<file path="src/sv/hdu_pkg.sv">
// Shared constants, types and the arctangent table for the haversine distance unit.
// No dependencies; every other file imports this package.
`default_nettype none

package hdu_pkg;

	// fixed-point layout
	localparam int ANGLE_FRAC_BITS = 20;
	localparam int CORDIC_STAGES = 24;
	localparam int SQRT_STAGES = 31;
	localparam int DW = 34;

	// degrees to binary turns: round(2^40 / 360)
	localparam logic [31:0] TURN_MUL = 32'd3054198966;
	localparam logic signed [DW-1:0] INV_GAIN = 34'sd652032874;
	localparam logic [30:0] PI_Q29 = 31'd1686629713;
	localparam logic [30:0] ONE_Q30 = 31'h40000000;
	localparam logic [15:0] RADIUS_RESET = 16'd6371;
	localparam logic [25:0] OUT_MAX = 26'h3FFFFFF;

	// register map
	typedef enum logic {
		REG_RADIUS = 1'b0
	} reg_idx_t;

	// one point pair in binary turns, as handed from front to back
	typedef struct packed {
		logic [31:0] lat1;
		logic [31:0] lat2;
		logic [31:0] dlat_half;
		logic [31:0] dlon_half;
	} item_t;

	// atan(2^-i) in turns, 2^32 per turn
	function automatic logic [31:0] atan_turn(input int i);
		logic [31:0] r;
		case (i)
			0: r = 32'h20000000;
			1: r = 32'h12E4051E;
			2: r = 32'h09FB385B;
			3: r = 32'h051111D4;
			4: r = 32'h028B0D43;
			5: r = 32'h0145D7E1;
			6: r = 32'h00A2F61E;
			7: r = 32'h00517C55;
			8: r = 32'h0028BE53;
			9: r = 32'h00145F2F;
			10: r = 32'h000A2F98;
			11: r = 32'h000517CC;
			12: r = 32'h00028BE6;
			13: r = 32'h000145F3;
			14: r = 32'h0000A2F9;
			15: r = 32'h0000517C;
			16: r = 32'h000028BE;
			17: r = 32'h0000145F;
			18: r = 32'h00000A2F;
			19: r = 32'h00000517;
			20: r = 32'h0000028B;
			21: r = 32'h00000145;
			22: r = 32'h000000A2;
			23: r = 32'h00000051;
			24: r = 32'h00000028;
			25: r = 32'h00000014;
			26: r = 32'h0000000A;
			27: r = 32'h00000005;
			28: r = 32'h00000002;
			29: r = 32'h00000001;
			default: r = 32'h00000000;
		endcase
		return r;
	endfunction

endpackage

`default_nettype wire

</file>
<file path="src/sv/hdu_front.sv">
// Front end: converts degrees to turns, forms half differences, buffers in a two-entry queue.
// Depends on hdu_pkg.
`default_nettype none

module hdu_front (
	input  wire logic                clk,
	input  wire logic                arst_n,
	input  wire logic                push,
	output logic                     full,
	input  wire logic signed [27:0]  first_latitude,
	input  wire logic signed [28:0]  first_longitude,
	input  wire logic signed [27:0]  second_latitude,
	input  wire logic signed [28:0]  second_longitude,
	input  wire logic                deq,
	output logic                     q_empty,
	output hdu_pkg::item_t           item
);
	import hdu_pkg::*;

	localparam int SH = ANGLE_FRAC_BITS + 8;

	// floor(deg * TURN_MUL / 2^SH) mod 2^32
	function automatic logic [31:0] to_turn(input logic signed [28:0] deg);
		logic signed [SH+31:0] p;
		p = deg * $signed({1'b0, TURN_MUL});
		return p[SH+31:SH];
	endfunction

	logic [31:0] la1, lo1, la2, lo2, dlat, dlon;
	item_t       wr_item;
	item_t       mem_q [0:1];
	logic        wr_q, rd_q;
	logic [1:0]  cnt_q;
	logic        do_wr, do_rd;

	// convert the incoming transaction
	always_comb begin
		la1 = to_turn({first_latitude[27], first_latitude});
		lo1 = to_turn(first_longitude);
		la2 = to_turn({second_latitude[27], second_latitude});
		lo2 = to_turn(second_longitude);
		dlat = la2 - la1;
		dlon = lo2 - lo1;
		wr_item.lat1 = la1;
		wr_item.lat2 = la2;
		wr_item.dlat_half = {1'b0, dlat[31:1]};
		wr_item.dlon_half = {1'b0, dlon[31:1]};
	end

	assign full = (cnt_q == 2'd2);
	assign q_empty = (cnt_q == 2'd0);
	assign do_wr = push && !full;
	assign do_rd = deq && !q_empty;
	assign item = mem_q[rd_q];

	// store entries
	always_ff @(posedge clk) begin
		if (do_wr) begin
			mem_q[wr_q] <= wr_item;
		end
	end

	// advance pointers and fill count
	always_ff @(posedge clk or negedge arst_n) begin
		if (!arst_n) begin
			wr_q <= 1'b0;
			rd_q <= 1'b0;
			cnt_q <= 2'd0;
		end else begin
			if (do_wr) wr_q <= ~wr_q;
			if (do_rd) rd_q <= ~rd_q;
			if (do_wr && !do_rd) cnt_q <= cnt_q + 2'd1;
			else if (do_rd && !do_wr) cnt_q <= cnt_q - 2'd1;
		end
	end

endmodule

`default_nettype wire

</file>
<file path="config.mk">
export PLATFORM = sky130hd
export DESIGN_NAME = hdu_front
export DESIGN_NICKNAME = d
export VERILOG_FILES = /design/src/sv/hdu_pkg.sv /design/src/sv/hdu_front.sv
export SDC_FILE = /design/constraint.sdc
export NUM_CORES = 2
export LEC_CHECK = 0
export CAP_MARGIN = 20
export CORE_MARGIN = 8
export CORE_UTILIZATION = 60
export DETAILED_ROUTE_END_ITERATION = 10
export DONT_BUFFER_PORTS = 1
export GPL_TIMING_DRIVEN = 0
export PLACE_DENSITY = 0.85
export RECOVER_POWER = 25
export SLEW_MARGIN = 20
export SYNTH_ARGS = -nofsm -noshare
export SYNTH_HDL_FRONTEND = slang
export SYNTH_SLANG_ARGS = --single-unit
</file>
<file path="constraint.sdc">
create_clock -name clk -period 18.8 [get_ports clk]
set_input_delay 1.88 -clock clk [delete_from_list [all_inputs] [get_ports clk]]
set_output_delay 1.88 -clock clk [all_outputs]
set_load 0.03 [all_outputs]
</file>
# After elaboration in Yosys (flattened, before gate mapping)
# Memories as Yosys holds them, arrays and structs flattened.
# Index checks and enable logic that the tools add are counted.
[totals]
regBits = 4
ram_bits = 252
in_bits = 118
output_inout_bits = 130
wordCells = 29
memories = 1
[mem_list]
columns = ["memory", "depth", "word_bits", "rd", "rd_clocked_by_memory_dff", "write_ports", "line_no", "source"]
rows = [
  ["mem_q", 2, 126, 1, 0, 1, "hdu_front.sv:31", "item_t mem_q [0:1];"],
]
[classes]
addsub = 4
multipliers = 4
n_eq_ne = 1
muxes = 4
bitwise = 2
n_reduce_logical = 10
[ops]
columns = ["op", "n"]
rows = [
  ["$mul A28 B32 Y59 const B", 2],
  ["$mul A29 B32 Y59 const B", 2],
  ["$sub A32 B32 Y32", 2],
  ["$logic_and A1 B1 Y1", 4],
  ["$logic_not A1 Y1", 4],
  ["$mux W2", 2],
  ["$add A2 B1 Y2 const B", 1],
  ["$eq A2 B2 Y1 const B", 1],
  ["$logic_not A2 Y1", 1],
  ["$mux W1", 2],
  ["$not A1 Y1", 2],
  ["$reduce_bool A2 Y1", 1],
  ["$sub A2 B1 Y2 const B", 1],
]

# Longest topological paths before layout
[depth]
ltp_word = 7
mapped_depth = 43
mapped_depth_nobuf = 43

# Least setup slack after synthesis
# Ideal clock, no wire load.
[synth_timing]
kind = "input-to-reg"
from = "input second_longitude[11]"
to = "memory mem_q[0][30] in the netlist's numbering (data pin)"
setup_time_ns = 0.271
arrival_time_ns = 10.117
t_required_ns = 18.529
setup_slack_ns = 8.411
cell_stages = 39
n_path_buf = 0
path_cell_list = "ha_1 -> inv_1 -> fa_1 -> inv_1 -> fa_1 -> fa_1 -> inv_1 -> fa_1 -> fa_1 -> fa_1 -> inv_1 -> fa_1 -> ha_1 -> a21oi_1 -> nor2b_1 -> o21ai_0 -> o211ai_1 -> a211oi_1 -> [... 3 more ...] -> a21o_1 -> a21oi_1 -> o21ai_0 -> nor3b_1 -> nor3_1 -> ha_1 -> a21o_1 -> a21o_1 -> a21oi_1 -> o21ai_0 -> a31oi_1 -> o21ai_0 -> a21o_1 -> a21o_1 -> a21oi_1 -> nor2b_1 -> nor3_1 -> xnor3_1"
[synth_between]
elab_chain_len = 2
[synth_rtl]
columns = ["item", "line_no", "source"]
rows = [
  ["from (decl)", "hdu_front.sv:13", "input wire logic signed [28:0] second_longitude,"],
  ["$mul A29 B32 Y59", "hdu_front.sv:25", "p = deg * $signed({1'b0, TURN_MUL});"],
  ["$sub A32 B32 Y32", "hdu_front.sv:43", "dlon = lo2 - lo1;"],
  ["via dlon[31]", "hdu_front.sv:29", "logic [31:0] la1, lo1, la2, lo2, dlat, dlon;"],
  ["to (decl)", "hdu_front.sv:31", ""],
]
# The timed path passes the listed nets, and every way through them passes these cells.

# Worst setup path after layout
[layout_timing]
from = "input second_longitude[11]"
to = "memory mem_q[1][30] in the netlist's numbering (data pin)"
# The elaborated chain is that of the path after synthesis.

==> results.yml <==
run_status:
  status: "finished, violations left"
  violations: "capacitance limit, slew limit"
final_layout:
  utilization: 0.632
  regArea_um2: 7670
  area.growth.synth_to_final_pct: 4.41
  finalNetCount: 7406
  fillCellCount: 6881
  diodes: 0
  multi_input_area_um2: 40700
  drive_gt1_frac: 0.0369
clock_tree:
  cts_num_sinks: 256
  cts_hold_buffers: 0
  cts_inserted_buffers: 24
  clock_latency_ps: 590
  cts.htree.levels: 1
  cts_setup_buffers: 0
  post_cts_resized: 0
  root_buffer: "clkbuf_16"
  cts.clk_slew.worst_paths_ps: 70
  cts.path.max_buffers: 3
  cts_tree: "yes"
timing:
  max_freq_mhz: 88.5
  rsz0062_at_grt: "no"
  timing.final.crit_period_ps: 11300
  hold_viol: 0
  fin_worst_skew_ps: 44.1
  finalCritPeriodShare: 0.601
  slew_violations: 122
  finalSetupTns_ps: 0
  setup_viol: 0
  postLayoutSetupSlackWorst_ps: 7500
  slew_headroom: -1.01
  tightest_slew_ps: 3020
  whs_ps: 517
critical_path:
  cp-end-kind: "register"
  cp_common_cell: "fa_1"
  worstSetupPathType: "in -> reg"
  arrival_ps: 11590
  crit_path_max_fanout: 5
  slowest_stage: "nor3b_1"
  cpPeakStageDelay_ps: 570
  start_kind: "input pin"
  cp.required_ps: 19090
global_route:
  grt_max_degree: 53
  busiest_layer: "met2"
  grtUsageMet3: 0.0706
  antenna_found_initial: 1
  gr-total-overflow: 0
  grt_pass1_wl_um: 217000
  track_usage: 0.273
  use_met2: 0.458
  first_global_vias: 39500
  met1_usage: 0.350
logic_synthesis:
  yosysSeqAreaShare: 0.140
  ys_ff_latch: 256
  ys.warnings.count: 0
  synthArstFlopShare: 0.0156
  synth_cell_types: 75
  syn_area_um2: 54600
  syn-instance-count: 5209
  syn_area_per_cell_um2: 10.5
  ys.flop_type: "edfxtp_1"
  synth_edf_count: 252
floorplanning:
  dieWidth_um: 318
  rows: 110
  core_um2: 90100
  ios: 248
  die_h_um: 318
  dieArea_um2: 101000
  start_util: 0.606
drt:
  drt_iter0_drc: 2285
  routed_via_density: 5.58
  drc: 0
  route.detailed.wl_per_inst_um: 21.0
  num_vias: 35900
  firstDrtPassIters: 6
  wl_um: 135000
  drtAntennaViolNets: 0
placed_design:
  numPortBuffers: 0
  gp_congestion: 0.994
  place_worst_setup_slack_ps: 7070
  dp_hpwl_um: 123000
hold_path:
  hold_path.class: "reg -> reg"
flow_run:
  drv_cap: 3
==> cell usage in the layout, fill, tap and decap left out, types with 6 or more instances in the layout <==
master | Yosys | final
edfxtp_1 | 252 | 252
o31ai_1 | 11 | 11
and4_1 | 8 | 8
nor2_1 | 90 | 90
or3_1 | 12 | 12
xnor2_1 | 116 | 116
a221oi_1 | 6 | 6
inv_1 | 1647 | 1647
mux2_2 | 126 | 126
nand4_1 | 38 | 38
nand2_1 | 68 | 68
o21bai_1 | 29 | 29
fa_1 | 858 | 858
o22ai_1 | 7 | 7
a21oi_1 | 161 | 161
o2111ai_1 | 11 | 11
nand2b_1 | 15 | 15
a21o_1 | 93 | 93
clkbuf_1 | 21 | 27
nor3_1 | 31 | 31
and3_1 | 13 | 13
a211o_1 | 8 | 8
o21ai_0 | 84 | 84
and2_1 | 9 | 9
o21ai_1 | 6 | 6
o211ai_1 | 9 | 9
xor2_1 | 69 | 69
ha_1 | 1187 | 1187
nor2b_1 | 35 | 35
nand3_1 | 31 | 31
or2_2 | 9 | 9
clkbuf_16 | 0 | 24
o21a_1 | 21 | 21
a211oi_1 | 30 | 30
a31oi_1 | 13 | 13
==> critical path, delay by kind of cell <==
| family | cells | cell delay, ps |
|---|---|---|
| fa+ha+maj | 10 | 4630 |
| compound gates | 15 | 2770 |
| simple gates | 7 | 1660 |
| xor+xnor | 1 | 380 |
| buf+inv | 4 | 260 |
==> worst paths after layout <==
check	start	end	cells after the start	slack [ps]
min reg2reg	wr_q	wr_q	1	520
max in group asynchronous	arst_n	wr_q	0	17710
max	second_longitude[11]	mem_q[1][30]	37	7500
min	wr_q	wr_q	1	520
min in group asynchronous	arst_n	cnt_q[1]	0	1010
max reg2reg	cnt_q[0]	mem_q[1][63]	4	12170
==> per-layer routing <==
metal,part of all wire,wire length (um),vias to the layer above
li1,-,-,16700
met1,0.40,54600,17800
met2,0.48,64400,1147
met3,0.086,11700,264
met4,0.035,4810,0
met5,0,0,-
==> logic make-up after synthesis <==
kind of cell | after synthesis | synth area share
adder cells (fa/ha/maj) | 2050 | 0.588
other | 1 | 0.0000687
AO/OA/AOI/OAI | 542 | 0.0649
buffers and inverters | 1670 | 0.115
flip-flops | 256 | 0.140
AND/OR/NAND/NOR | 376 | 0.0354
multiplexers | 127 | 0.0262
XOR/XNOR | 187 | 0.0305
==> through the flow <==
step	cells	cell area (um2)
3_5_place_dp	6393	56300
5_1_grt	6436	57000
3_3_place_gp	6386	56100
2_1_floorplan	5210	54600
4_1_cts	6436	57100
6_report	6436	57000
==> layout make-up <==
cell class	instances	area share
flip-flops and latches	256	0.134
well taps	1176	0.0258
inverters	1647	0.108
multi-input cells	3284	0.713
repair buffers	7	0.00132
clock inverters	17	0.00439
clock buffers	26	0.0107
plain buffers	23	0.00165
==> cells in the mapped netlist, types with 11 or more instances <==
master,n,area (um2)
fa_1,858,17200
mux2_2,126,1420
o21a_1,21,158
o21ai_0,84,420
nor2_1,90,338
nor2b_1,35,219
a21o_1,93,698
or3_1,12,75.1
nand2b_1,15,93.8
nand2_1,68,255
edfxtp_1,252,7570
nor3_1,31,155
nand4_1,38,238
nand3_1,31,155
inv_1,1647,6180
o31ai_1,11,82.6
xor2_1,69,604
o21bai_1,29,218
o2111ai_1,11,96.3
clkbuf_1,21,78.8
a211oi_1,30,225
ha_1,1187,14900
and3_1,13,81.3
a31oi_1,13,81.3
a21oi_1,161,806
xnor2_1,116,1020
==> registers in the layout (all words and copies together), names as in the netlist <==
signal  cells
cnt_q       2
mem_q     252
rd_q        1
wr_q        1
Power is left out: the tool's default activity adds up to more than one toggle a clock period on the data nets, which glitch-free logic cannot reach.
